===== config.mk =====
export PLATFORM = sky130hd
export DESIGN_NAME = zsr_pixel
export DESIGN_NICKNAME = d
export VERILOG_FILES = /design/src/rtl/core/assert_macros.svh /design/src/rtl/core/zsr_pkg.sv /design/src/rtl/core/zsr_pixel.sv
export SDC_FILE = /design/constraint.sdc
export NUM_CORES = 1
export LEC_CHECK = 0
export ABC_CLOCK_PERIOD_IN_PS = 3730
export BUFFER_PORTS_ARGS = -buffer_cell sky130_fd_sc_hd__buf_2
export CAP_MARGIN = 20
export CORE_MARGIN = 2
export CORE_UTILIZATION = 46
export DETAILED_ROUTE_END_ITERATION = 7
export PLACE_DENSITY_LB_ADDON = 0.25
export SYNTH_ARGS = -nofsm -noshare
export SYNTH_HDL_FRONTEND = slang
export SYNTH_SLANG_ARGS = --single-unit
export TNS_END_PERCENT = 100

===== constraint.sdc =====
create_clock -name vclk -period 3.73
set_clock_uncertainty 0.2 [all_clocks]
set_input_delay 0.373 -clock vclk [all_inputs]
set_output_delay 0.373 -clock vclk [all_outputs]
set_load 0.005 [all_outputs]

===== src/rtl/core/assert_macros.svh =====
// Assertion macros shared by the screen raster renderer RTL.
`ifndef ASSERT_MACROS_SVH
`define ASSERT_MACROS_SVH
`ifndef SYNTHESIS
// Check a property at every rising clock edge outside reset.
`define ZSR_ASSERT(label, clk, rst_n, prop, msg) \
  label: assert property (@(posedge clk) disable iff (!rst_n) prop) else $error(msg);
// Check an implication at every rising clock edge outside reset.
`define ZSR_ASSERT_IMPL(label, clk, rst_n, ante, cons, msg) \
  label: assert property (@(posedge clk) disable iff (!rst_n) (ante) |-> (cons)) \
    else $error(msg);
`else
`define ZSR_ASSERT(label, clk, rst_n, prop, msg)
`define ZSR_ASSERT_IMPL(label, clk, rst_n, ante, cons, msg)
`endif
`endif


===== src/rtl/core/zsr_pkg.sv =====
// Shared constants, types and colour function of the screen raster renderer.
`default_nettype none
package zsr_pkg;

  // Frame geometry
  localparam int SIDE_BORDER_CELLS  = 4;
  localparam int TOTAL_BORDER_LINES = 48;
  localparam int PICTURE_LINES_N    = 192;
  localparam int PICTURE_CELLS_N    = 32;

  // Field widths
  localparam int ADDR_W     = 13;
  localparam int DATA_W     = 8;
  localparam int LINE_W     = 8;
  localparam int CELL_W     = 6;
  localparam int PIX_W      = 16;
  localparam int PIX_N      = 8;
  localparam int BORDER_W   = 3;
  localparam int FMT_W      = 2;
  localparam int TOP_W      = 6;
  localparam int CFG_IDX_W  = 1;
  localparam int CFG_DATA_W = 6;
  localparam int COL_W      = 5;

  // Screen memory layout: bitmap bytes then attribute bytes
  localparam int BITMAP_BYTES = 6144;
  localparam int ATTR_BYTES   = 768;
  localparam int ATTR_AW      = 10;
  localparam logic [ADDR_W-1:0] ATTR_BASE = ADDR_W'(BITMAP_BYTES);
  localparam logic [ADDR_W-1:0] MEM_BYTES = ADDR_W'(BITMAP_BYTES + ATTR_BYTES);
  localparam logic [ADDR_W-1:0] BITMAP_LAST = ADDR_W'(BITMAP_BYTES - 1);

  // Derived raster constants
  localparam logic [LINE_W-1:0] PICTURE_LINES = LINE_W'(PICTURE_LINES_N);
  localparam logic [LINE_W-1:0] TOTAL_BORDER  = LINE_W'(TOTAL_BORDER_LINES);
  localparam logic [LINE_W-1:0] LAST_LINE =
    LINE_W'(PICTURE_LINES_N + TOTAL_BORDER_LINES - 1);
  localparam logic [CELL_W-1:0] LAST_CELL =
    CELL_W'(PICTURE_CELLS_N + 2 * SIDE_BORDER_CELLS - 1);
  localparam logic [CELL_W-1:0] PIC_CELL_FIRST = CELL_W'(SIDE_BORDER_CELLS);
  localparam logic [CELL_W-1:0] PIC_CELL_END =
    CELL_W'(SIDE_BORDER_CELLS + PICTURE_CELLS_N);

  // Channel levels: 192 normal, 255 bright
  localparam int LEVEL_NORMAL = 192;
  localparam int LEVEL_BRIGHT = 255;
  localparam logic [4:0] L5_NORMAL = 5'(LEVEL_NORMAL >> 3);
  localparam logic [4:0] L5_BRIGHT = 5'(LEVEL_BRIGHT >> 3);
  localparam logic [5:0] L6_NORMAL = 6'(LEVEL_NORMAL >> 2);
  localparam logic [5:0] L6_BRIGHT = 6'(LEVEL_BRIGHT >> 2);

  // Register defaults
  localparam logic [TOP_W-1:0] TOP_BORDER_RESET = TOP_W'(24);

  // Colour format codes
  localparam logic [FMT_W-1:0] FMT_NONE   = 2'd0;
  localparam logic [FMT_W-1:0] FMT_RGB555 = 2'd1;
  localparam logic [FMT_W-1:0] FMT_RGB565 = 2'd2;

  // Configuration register indexes
  localparam logic [CFG_IDX_W-1:0] CFG_COLOUR_FORMAT = 1'b0;
  localparam logic [CFG_IDX_W-1:0] CFG_TOP_BORDER    = 1'b1;

  typedef enum logic {
    CMD_WRITE  = 1'b0,
    CMD_RENDER = 1'b1
  } cmd_e;

  // Per-cell control info carried from the raster stage to the pixel stage
  typedef struct packed {
    logic                in_picture;
    logic [BORDER_W-1:0] border_colour;
    logic                flash_phase;
    logic [LINE_W-1:0]   line;
    logic [CELL_W-1:0]   column;
    logic                frame_end;
  } cell_info_t;

  typedef logic [PIX_N-1:0][PIX_W-1:0] pix_row_t;

  // Colour of index idx (bit 0 blue, bit 1 red, bit 2 green) in format fmt
  function automatic logic [PIX_W-1:0] colour_of(input logic [BORDER_W-1:0] idx,
                                                 input logic bright,
                                                 input logic [FMT_W-1:0] fmt);
    logic [4:0]       l5;
    logic [5:0]       l6;
    logic [4:0]       r5, g5, b5;
    logic [5:0]       g6;
    logic [PIX_W-1:0] c;
    l5 = bright ? L5_BRIGHT : L5_NORMAL;
    l6 = bright ? L6_BRIGHT : L6_NORMAL;
    r5 = idx[1] ? l5 : 5'd0;
    g5 = idx[2] ? l5 : 5'd0;
    b5 = idx[0] ? l5 : 5'd0;
    g6 = idx[2] ? l6 : 6'd0;
    unique case (fmt)
      FMT_RGB555: c = {1'b0, r5, g5, b5};
      FMT_RGB565: c = {r5, g6, b5};
      default:    c = '0;
    endcase
    return c;
  endfunction

endpackage
`default_nettype wire


===== src/rtl/core/zsr_pixel.sv =====
// Cell colouring: flash inversion, ink and paper selection, border fill.
`default_nettype none
module zsr_pixel (
  input  wire zsr_pkg::cell_info_t              info_i,
  input  wire logic [zsr_pkg::DATA_W-1:0]       bitmap_i,
  input  wire logic [zsr_pkg::DATA_W-1:0]       attr_i,
  input  wire logic [zsr_pkg::FMT_W-1:0]        fmt_i,
  output zsr_pkg::pix_row_t                     pix_o
);

  logic [zsr_pkg::DATA_W-1:0] bits;
  logic [zsr_pkg::PIX_W-1:0]  ink, paper, border;

  assign ink    = zsr_pkg::colour_of(attr_i[2:0], attr_i[6], fmt_i);
  assign paper  = zsr_pkg::colour_of(attr_i[5:3], attr_i[6], fmt_i);
  assign border = zsr_pkg::colour_of(info_i.border_colour, 1'b0, fmt_i);
  // Invert flashing cells in the active phase
  assign bits   = (info_i.flash_phase && attr_i[7]) ? ~bitmap_i : bitmap_i;

  // Pixel 0 takes bitmap bit 7
  always_comb begin
    for (int k = 0; k < zsr_pkg::PIX_N; k++) begin
      if (!info_i.in_picture) begin
        pix_o[k] = border;
      end else begin
        pix_o[k] = bits[zsr_pkg::PIX_N-1-k] ? ink : paper;
      end
    end
  end

endmodule
`default_nettype wire


==> impl_metrics.env <==
export IMPL_outcome="finished, final reports clean"
export IMPL_relSlewSlack_pct=62.6
export IMPL_drt_iter0_drc=60
export IMPL_period_share_pct=68.7
export IMPL_swShare_pct=54.3
export IMPL_die_x_um=72.3
export IMPL_grt_max_degree=40
export IMPL_ctsResizeCount=0
export IMPL_clockBufferCount=0
export IMPL_vias=2092
export IMPL_cp_cell_sequence="buf_2 > inv_1 > ha_1 > o21ba_2 > nand2_1 > mux2i_1 > nor2b_1 > buf_2"
export IMPL_port_buffers=151
export IMPL_hold_viol_final=0
export IMPL_overflow=0
export IMPL_ir_worst_vdd_mv=0.0571
export IMPL_yosysMostFrequentCell="mux2i_1"
export IMPL_synth_seq_area_share_pct=0
export IMPL_synth_area_leader_cell="mux2i_1"
export IMPL_place_area_um2=2530
export IMPL_finalSetupViolations=0
export IMPL_rsz0062_at_grt="false"
export IMPL_die_h_um=72.3
export IMPL_viasPerCell=5.20
export IMPL_syn_nets=307
export IMPL_layout_drive_gt1_share_pct=46.9
export IMPL_max_freq_mhz=390
export IMPL_wl_met2_um=2940
export IMPL_crit_buf_inv=3
export IMPL_critPathKind="in2out"
export IMPL_p_int_mw=0.142
export IMPL_synth_common_cells="mux2i_1, buf_4, a21o_1"
export IMPL_hold_buffers=0
export IMPL_grtUsageTotal_pct=20.9
export IMPL_cp_startpoint="fmt_i[0]"
export IMPL_dpl_hpwl_um=4440
export IMPL_syn2layout_area_growth_pct=18.1
export IMPL_ys_types=26
export IMPL_wl_per_cell_um=14.7
export IMPL_timing_final_crit_period_ps=2560
export IMPL_worstPathArrival_ps=1990
export IMPL_placementRows=24
export IMPL_cpMaxStageDelayCell="ha_1"
export IMPL_grt_pass1_vias=1711
export IMPL_critPathCaptureType="primary output"
export IMPL_grt_pass1_wl_um=8840
export IMPL_crit_top_cell="buf_2"
export IMPL_dieArea_um2=5230
export IMPL_switchingPower_mw=0.169
export IMPL_worstPathRequired_ps=3160
export IMPL_postCtsSetupRepairBufs=0
export IMPL_start_util_pct=48.6
export IMPL_hold_class="in2out"
export IMPL_synth_warnings=0
export IMPL_seqPwrFrac_pct=0
export IMPL_gp_congestion=0.783
export IMPL_drc=0
export IMPL_cellLeakagePower_nw=1.81
export IMPL_coreArea_um2=4410
export IMPL_netlist_area_um2=2150
export IMPL_postSynthAreaPerCell_um2=8.07
export IMPL_p_comb_share_pct=100.0
export IMPL_ant_nets=0
export IMPL_maxSlewViolCount=0
export IMPL_p_clk_share_pct=0
export IMPL_setup_tns_ps=0
export IMPL_worst_pin_slew_ps=561
export IMPL_wl_um=5890
export IMPL_whs_endpoint="pix_o[111]"
export IMPL_crit_path_max_fanout=8
export IMPL_postSynthCellCount=266
export IMPL_cp_start_kind="primary input"
export IMPL_max_cap_viol_count=0
export IMPL_power_density_nw_per_um2=122
export IMPL_fin_nets=393
export IMPL_cpPeakStageDelay_ps=360
export IMPL_seq_area_um2=0
export IMPL_critical_path_top_delay_family="simple AND/OR/NAND/NOR gates"
export IMPL_wl_met3_um=401
export IMPL_wl_met1_um=2530
export IMPL_stdcell_area_um2=2530
export IMPL_n_antenna_cell=0
export IMPL_hold_start="attr_i[1]"
export IMPL_io_pins=166
export IMPL_grt_antenna_before_repair=0
export IMPL_synth_top_area_share_pct=33.6
export IMPL_dr_pass1_iters=4
export IMPL_synth_area_top_cells="mux2i_1, buf_4, a21o_1"
export IMPL_routed_top_layer="met4"
export IMPL_whs_path_depth=4
export IMPL_seq_cells=0
cells in the final DEF (no fill, tap or decap), types with 2 or more instances in the layout:
cell and n:
buf_2 151, xor2_4 8, a32o_1 2, and3_1 6, a21oi_1 9, nor2b_1 18
mux2i_1 72, o21ai_0 16, a21o_1 33, ha_1 3, nand2_1 9, or2_2 2
inv_1 2, and2_1 8, nand4b_1 2
layer usage:
layer,vias to the layer above,GRT usage [%]
met5,-,0
met4,0,0.629
met3,2,0.694
met2,98,40.1
met1,939,27.1
li1,1053,-
kinds of logic after synthesis:
group,count (synthesis),share of synthesized area (%)
adder cells (fa/ha/maj),3,1.75
AO/OA/AOI/OAI,62,19.0
multiplexers,72,33.6
XOR/XNOR,8,10.3
buffers and inverters,70,20.8
AND/OR/NAND/NOR,51,14.6
power by group through the flow:
stage	Sequential [mW]	Combinational (mW)	Clock (mW)
final	0	0.310	0
after global routing	0	0.338	0
after CTS	0	0.312	0
after detailed placement	0	0.310	0
after global placement	0	0.308	0
after floorplan	0	0.224	0
worst max path at each step:
stage          depth (start not counted)          to
6_report                               8    pix_o[5]
5_1_grt                                8    pix_o[7]
4_1_cts                                8    pix_o[5]
3_5_place_dp                           8    pix_o[5]
3_3_place_gp                           8   pix_o[37]
2_1_floorplan                          9  pix_o[113]
layout make-up:
class	count	area, µm²
Inverter	2	7.51
Timing Repair Buffer	152	763
Tap cell	52	65.1
Fill cell	424	1880
Multi-Input combinational cell	196	1700
stage by stage:
| stage | setup WS [ps] | hold slack (ps) | utilization (%) | instances | power, mW |
|---|---|---|---|---|---|
| global route | 985 | 1050 | 57.4 | 402 | 0.338 |
| detailed placement | 1170 | 1020 | 57.4 | 402 | 0.310 |
| CTS | 1170 | 1020 | 57.4 | 402 | 0.312 |
| floorplan | 1420 | 791 | - | 266 | 0.224 |
| global placement | 1200 | 1020 | 57.4 | 402 | 0.308 |
| finish | 1170 | 1030 | 57.4 | 402 | 0.310 |
No activity file was read; power rests on OpenSTA's default activity.
