--- src/rtl/core/assert_macros.svh ---
// Assertion macros shared by the screen raster renderer RTL.
`ifndef ASSERT_MACROS_SVH
`define ASSERT_MACROS_SVH
`ifndef SYNTHESIS
// Check a property at every rising clock edge outside reset.
`define ZSR_ASSERT(label, clk, rst_n, prop, msg) \
  label: assert property (@(posedge clk) disable iff (!rst_n) prop) else $error(msg);
// Check an implication at every rising clock edge outside reset.
`define ZSR_ASSERT_IMPL(label, clk, rst_n, ante, cons, msg) \
  label: assert property (@(posedge clk) disable iff (!rst_n) (ante) |-> (cons)) \
    else $error(msg);
`else
`define ZSR_ASSERT(label, clk, rst_n, prop, msg)
`define ZSR_ASSERT_IMPL(label, clk, rst_n, ante, cons, msg)
`endif
`endif

--- src/rtl/core/zsr_pkg.sv ---
// Shared constants, types and colour function of the screen raster renderer.
`default_nettype none
package zsr_pkg;

  // Frame geometry
  localparam int SIDE_BORDER_CELLS  = 4;
  localparam int TOTAL_BORDER_LINES = 48;
  localparam int PICTURE_LINES_N    = 192;
  localparam int PICTURE_CELLS_N    = 32;

  // Field widths
  localparam int ADDR_W     = 13;
  localparam int DATA_W     = 8;
  localparam int LINE_W     = 8;
  localparam int CELL_W     = 6;
  localparam int PIX_W      = 16;
  localparam int PIX_N      = 8;
  localparam int BORDER_W   = 3;
  localparam int FMT_W      = 2;
  localparam int TOP_W      = 6;
  localparam int CFG_IDX_W  = 1;
  localparam int CFG_DATA_W = 6;
  localparam int COL_W      = 5;

  // Screen memory layout: bitmap bytes then attribute bytes
  localparam int BITMAP_BYTES = 6144;
  localparam int ATTR_BYTES   = 768;
  localparam int ATTR_AW      = 10;
  localparam logic [ADDR_W-1:0] ATTR_BASE = ADDR_W'(BITMAP_BYTES);
  localparam logic [ADDR_W-1:0] MEM_BYTES = ADDR_W'(BITMAP_BYTES + ATTR_BYTES);
  localparam logic [ADDR_W-1:0] BITMAP_LAST = ADDR_W'(BITMAP_BYTES - 1);

  // Derived raster constants
  localparam logic [LINE_W-1:0] PICTURE_LINES = LINE_W'(PICTURE_LINES_N);
  localparam logic [LINE_W-1:0] TOTAL_BORDER  = LINE_W'(TOTAL_BORDER_LINES);
  localparam logic [LINE_W-1:0] LAST_LINE =
    LINE_W'(PICTURE_LINES_N + TOTAL_BORDER_LINES - 1);
  localparam logic [CELL_W-1:0] LAST_CELL =
    CELL_W'(PICTURE_CELLS_N + 2 * SIDE_BORDER_CELLS - 1);
  localparam logic [CELL_W-1:0] PIC_CELL_FIRST = CELL_W'(SIDE_BORDER_CELLS);
  localparam logic [CELL_W-1:0] PIC_CELL_END =
    CELL_W'(SIDE_BORDER_CELLS + PICTURE_CELLS_N);

  // Channel levels: 192 normal, 255 bright
  localparam int LEVEL_NORMAL = 192;
  localparam int LEVEL_BRIGHT = 255;
  localparam logic [4:0] L5_NORMAL = 5'(LEVEL_NORMAL >> 3);
  localparam logic [4:0] L5_BRIGHT = 5'(LEVEL_BRIGHT >> 3);
  localparam logic [5:0] L6_NORMAL = 6'(LEVEL_NORMAL >> 2);
  localparam logic [5:0] L6_BRIGHT = 6'(LEVEL_BRIGHT >> 2);

  // Register defaults
  localparam logic [TOP_W-1:0] TOP_BORDER_RESET = TOP_W'(24);

  // Colour format codes
  localparam logic [FMT_W-1:0] FMT_NONE   = 2'd0;
  localparam logic [FMT_W-1:0] FMT_RGB555 = 2'd1;
  localparam logic [FMT_W-1:0] FMT_RGB565 = 2'd2;

  // Configuration register indexes
  localparam logic [CFG_IDX_W-1:0] CFG_COLOUR_FORMAT = 1'b0;
  localparam logic [CFG_IDX_W-1:0] CFG_TOP_BORDER    = 1'b1;

  typedef enum logic {
    CMD_WRITE  = 1'b0,
    CMD_RENDER = 1'b1
  } cmd_e;

  // Per-cell control info carried from the raster stage to the pixel stage
  typedef struct packed {
    logic                in_picture;
    logic [BORDER_W-1:0] border_colour;
    logic                flash_phase;
    logic [LINE_W-1:0]   line;
    logic [CELL_W-1:0]   column;
    logic                frame_end;
  } cell_info_t;

  typedef logic [PIX_N-1:0][PIX_W-1:0] pix_row_t;

  // Colour of index idx (bit 0 blue, bit 1 red, bit 2 green) in format fmt
  function automatic logic [PIX_W-1:0] colour_of(input logic [BORDER_W-1:0] idx,
                                                 input logic bright,
                                                 input logic [FMT_W-1:0] fmt);
    logic [4:0]       l5;
    logic [5:0]       l6;
    logic [4:0]       r5, g5, b5;
    logic [5:0]       g6;
    logic [PIX_W-1:0] c;
    l5 = bright ? L5_BRIGHT : L5_NORMAL;
    l6 = bright ? L6_BRIGHT : L6_NORMAL;
    r5 = idx[1] ? l5 : 5'd0;
    g5 = idx[2] ? l5 : 5'd0;
    b5 = idx[0] ? l5 : 5'd0;
    g6 = idx[2] ? l6 : 6'd0;
    unique case (fmt)
      FMT_RGB555: c = {1'b0, r5, g5, b5};
      FMT_RGB565: c = {r5, g6, b5};
      default:    c = '0;
    endcase
    return c;
  endfunction

endpackage
`default_nettype wire

--- src/rtl/core/zsr_raster.sv ---
// Raster position counters, picture window decode and memory address generation.
`default_nettype none
module zsr_raster (
  input  wire logic                           clk_i,
  input  wire logic                           rst_ni,
  input  wire logic                           advance_i,
  input  wire logic [zsr_pkg::TOP_W-1:0]      top_border_i,
  input  wire logic [zsr_pkg::BORDER_W-1:0]   border_colour_i,
  input  wire logic                           flash_phase_i,
  output zsr_pkg::cell_info_t                 info_o,
  output logic      [zsr_pkg::ADDR_W-1:0]     bm_raddr_o,
  output logic      [zsr_pkg::ATTR_AW-1:0]    at_raddr_o
);

  logic [zsr_pkg::LINE_W-1:0] line_q, line_d;
  logic [zsr_pkg::CELL_W-1:0] cell_q, cell_d;
  logic [zsr_pkg::LINE_W-1:0] top;
  logic [zsr_pkg::LINE_W-1:0] y;
  logic [zsr_pkg::CELL_W-1:0] x_full;
  logic [zsr_pkg::COL_W-1:0]  x;
  logic                       last_line, last_cell;

  // Clamp the top border to the total border height
  always_comb begin
    top = zsr_pkg::LINE_W'(top_border_i);
    if (top > zsr_pkg::TOTAL_BORDER) begin
      top = zsr_pkg::TOTAL_BORDER;
    end
  end

  assign last_line = (line_q == zsr_pkg::LAST_LINE);
  assign last_cell = (cell_q == zsr_pkg::LAST_CELL);
  assign y         = line_q - top;
  assign x_full    = cell_q - zsr_pkg::PIC_CELL_FIRST;
  assign x         = x_full[zsr_pkg::COL_W-1:0];

  // Describe the current cell
  always_comb begin
    info_o.in_picture    = (line_q >= top) && (line_q < top + zsr_pkg::PICTURE_LINES) &&
                           (cell_q >= zsr_pkg::PIC_CELL_FIRST) &&
                           (cell_q < zsr_pkg::PIC_CELL_END);
    info_o.border_colour = border_colour_i;
    info_o.flash_phase   = flash_phase_i;
    info_o.line          = line_q;
    info_o.column        = cell_q;
    info_o.frame_end     = last_line && last_cell;
  end

  // Interleaved bitmap address: third, pixel row, character row, column
  assign bm_raddr_o = {y[7:6], y[2:0], y[5:3], x};
  assign at_raddr_o = {y[7:3], x};

  // Step to the next cell, wrapping at line and frame end
  always_comb begin
    line_d = line_q;
    cell_d = cell_q;
    if (advance_i) begin
      if (last_cell) begin
        cell_d = '0;
        line_d = last_line ? '0 : line_q + 1'b1;
      end else begin
        cell_d = cell_q + 1'b1;
      end
    end
  end

  always_ff @(posedge clk_i or negedge rst_ni) begin
    if (!rst_ni) begin
      line_q <= '0;
      cell_q <= '0;
    end else begin
      line_q <= line_d;
      cell_q <= cell_d;
    end
  end

endmodule
`default_nettype wire

--- config.mk ---
export PLATFORM = sky130hd
export DESIGN_NAME = zsr_raster
export DESIGN_NICKNAME = d
export VERILOG_FILES = /design/src/rtl/core/assert_macros.svh /design/src/rtl/core/zsr_pkg.sv /design/src/rtl/core/zsr_raster.sv
export SDC_FILE = /design/constraint.sdc
export NUM_CORES = 1
export LEC_CHECK = 0
export BUFFER_PORTS_ARGS = -buffer_cell sky130_fd_sc_hd__buf_2
export CAP_MARGIN = 20
export CORE_ASPECT_RATIO = 1.75
export CORE_MARGIN = 3
export CORE_UTILIZATION = 40
export DETAILED_ROUTE_END_ITERATION = 10
export PLACE_DENSITY = 0.69
export SLEW_MARGIN = 20
export SYNTH_ARGS = -nofsm -noshare
export SYNTH_HDL_FRONTEND = slang
export SYNTH_SLANG_ARGS = --single-unit
--- constraint.sdc ---
create_clock -name clk_i -period 3.35 [get_ports clk_i]
set_input_delay 0.67 -clock clk_i [delete_from_list [all_inputs] [get_ports clk_i]]
set_output_delay 0.67 -clock clk_i [all_outputs]
set_load 0.02 [all_outputs]
==> flow_summary.toml <==
[outcome]
outcome = "complete, no violations"

[pwr]
swShare_pct = 49.0
power.switching_uw = 520
p_total_uw = 1060
power_density_nw_per_um2 = 702
p_int_uw = 541
power_leakage_uw = 0.000826
power_frac_comb_pct = 59.4
clkPwrFrac_pct = 15.5
p_seq_share_pct = 25.2
ir_drop_mv = 0.325

[floorplanning]
core_um2 = 3030
rows = 26
dieArea_um2 = 4010
initial_core_util_pct = 43.2
io_pins = 56
die_h_um = 81.6
die_w_um = 49.2

[placement]
dp_slack_ns = 0.108
io_buffers = 47
gp_congestion = 0.821
hpwl_mm = 2.37

[critical_path]
worst_setup_path_start_kind = "input pin"
worstPathArrival_ns = 2.49
path_class = "input pin to primary output"
worstPathRequired_ns = 2.68
critical_path.max_fanout = 4
crit_start = "top_border_i[5]"
end_kind = "primary output"
r2r_cells = 6
r2r_start = "cell_q[3]"

[yosys]
seq_area_frac_synth_pct = 26.8
postSynthCellCount = 153
synth.distinct_cells = 41
syn_avg_cell_area_um2 = 8.54
syn-cell-area_um2 = 1310
ys_ff_latch = 14
synthesis.nets = 179
ys_warn_count = 0

[route]
drtAntennaViolNets = 0
finalWirelength_mm = 2.89
avgRoutedWirePerCell_um = 12.7
drtIter0Drc = 25
vias_per_cell = 5.29
drcViolationCount = 0
first_pass_iters = 4
vias = 1201

[global_route]
grt_pass1_vias = 1147
grt_max_degree = 15
track_usage_pct = 15.6
grt_pass1_wl_mm = 4.91
antenna_found_initial = 0
grt_remaining_overflow = 0

[cts]
cts_setup_buffers = 0
cts_buffer_depth = 2
htreeDepth = 1
ctsRootBufferMaster = "clkbuf_8"
clkLatencyLatePin_ns = 0.24
cts_sinks = 14
cts_tree = "done"
cts_made_buffers = 3
cts.hold.buffers_added = 0
clk_pin_slew_worst_paths_ns = 0.06

[sta]
rsz0062_at_grt = "false"
period_needed_ns = 3.16
fin_tns_setup_ns = 0
slew_headroom_pct = 74.2
max_freq_mhz = 317
fin_crit_sh_pct = 94.2
maxSlewViolCount = 0
hold_violations = 0
final.setup.worst_slack_ns = 0.195
worst_slew_pin_slew_ns = 0.384
setup_viol = 0
finClkSkew_ns = 0.00171

[run]
maxCapViolations = 0

[final_layout]
syn_to_final_growth_pct = 15.8
post-route-util_pct = 50.0
drive_gt1_share_pct = 31.9
antenna_cells = 0
nets = 212

[hold_path]
hold_path_class = "input pin to async pin"
## power groups by stage
stage | Sequential (uW) | Clock, uW | Combinational (uW)
2_1_floorplan | 309 | 0 | 467
3_5_place_dp | 271 | 0 | 633
4_1_cts | 268 | 168 | 635
6_report | 267 | 164 | 630
5_1_grt | 277 | 176 | 681
3_3_place_gp | 269 | 0 | 623
## registers in the layout, summed over array words and instances, names as in the netlist
| name | count |
|---|---|
| cell_q | 6 |
| line_q | 8 |
## per-layer routing
layer  track usage (%)  share of wire (%)  vias to the layer above
li1                  -                  -                      583
met1              15.9                 40                      560
met2              30.5                 52                       53
met3              2.72                6.6                        5
met4              6.84                1.8                        0
met5                 0                  0                        -
## worst max-delay path, stage by stage
cell and delay [ns]:
buf_2 0.08, nand2_1 0.09, and2_1 0.17, ha_1 0.20, fa_1 0.40, nor2b_1 0.16, o31ai_1 0.11, a21o_1 0.20
a211oi_1 0.19, buf_2 0.20
## cells by family (layout without fill, tap and decap cells)
group	count (synthesis)	in the layout	share of synthesized area (%)
flip-flops	14	14	26.8
adder cells (fa/ha/maj)	13	13	13.0
XOR/XNOR	7	7	4.69
buffers and inverters	34	66	15.1
multiplexers	2	2	1.72
AND/OR/NAND/NOR	46	46	19.2
AO/OA/AOI/OAI	37	37	19.4
## worst paths after layout
check	to	slack, ns
max in group asynchronous	line_q[4]	2.81
setup / recovery	info_o[19]	0.19
hold reg to reg	line_q[2]	0.59
setup reg to reg	line_q[4]	1.58
hold / removal	cell_q[1]	0.31
min in group clk_i	line_q[2]	0.59
## synthesized netlist by cell type
cell type	number	area share [%]
o21ai_0	8	3.1
and3_4	1	0.86
a31oi_1	1	0.48
a311oi_1	1	0.67
and3_1	4	1.9
a41o_1	2	1.5
buf_6	1	0.86
buf_2	2	0.77
nor4_1	1	0.48
a21boi_0	1	0.57
and3b_2	1	0.77
dfrtp_1	14	27
nor3_1	3	1.1
and3_2	1	0.57
a211oi_1	4	2.3
nor2b_1	2	0.96
xnor2_1	5	3.4
fa_1	1	1.5
mux2_2	2	1.7
and2b_1	1	0.57
a21oi_1	5	1.9
and2_1	2	0.96
nor2_1	5	1.4
buf_4	16	9.2
nand2_1	14	4.0
ha_1	12	11
or3_1	2	0.96
or2_2	1	0.48
xor2_1	2	1.3
o31ai_1	2	1.1
nand4_1	2	0.96
o311ai_0	1	0.67
o211ai_1	1	0.57
a21o_1	4	2.3
and4b_1	1	0.77
a211o_1	1	0.67
inv_1	15	4.3
nor3b_1	2	1.1
a21o_2	1	0.67
o21a_1	5	2.9
nand3_1	3	1.1
## placed cells by master, fill, tap and decap left out, types with 3 or more instances in the layout
cell type	instances
a211oi_1	4
a21o_1	4
a21oi_1	5
and3_1	4
buf_2	47
clkbuf_8	4
dfrtp_1	14
ha_1	12
inv_1	15
nand2_1	14
nand3_1	3
nor2_1	5
nor3_1	3
o21a_1	5
o21ai_0	8
xnor2_1	5
## final cells by class
type | instances | area, um^2
inverters | 15 | 56.3
fillers | 319 | 1510
repair buffers | 47 | 235
flip-flops and latches | 14 | 350
clock buffers | 4 | 55.1
well taps | 42 | 52.6
multi-input cells | 105 | 763
## per-stage QoR
stage / std cells / hold slack [ns] / instance area [um^2]
after floorplan: 153 / 0.374 / 1310
after global placement: 223 / 0.582 / 1450
after detailed placement: 223 / 0.576 / 1450
after CTS: 227 / 0.319 / 1510
after global routing: 227 / 0.317 / 1510
final: 227 / 0.308 / 1510
## repair_timing
item,4_1_cts,5_1_grt
endpoints found under the hold margin,0,0
endpoints found under the setup margin,0,2
resized for setup,0,1
Note: power is estimated with default switching activity, not from simulation.
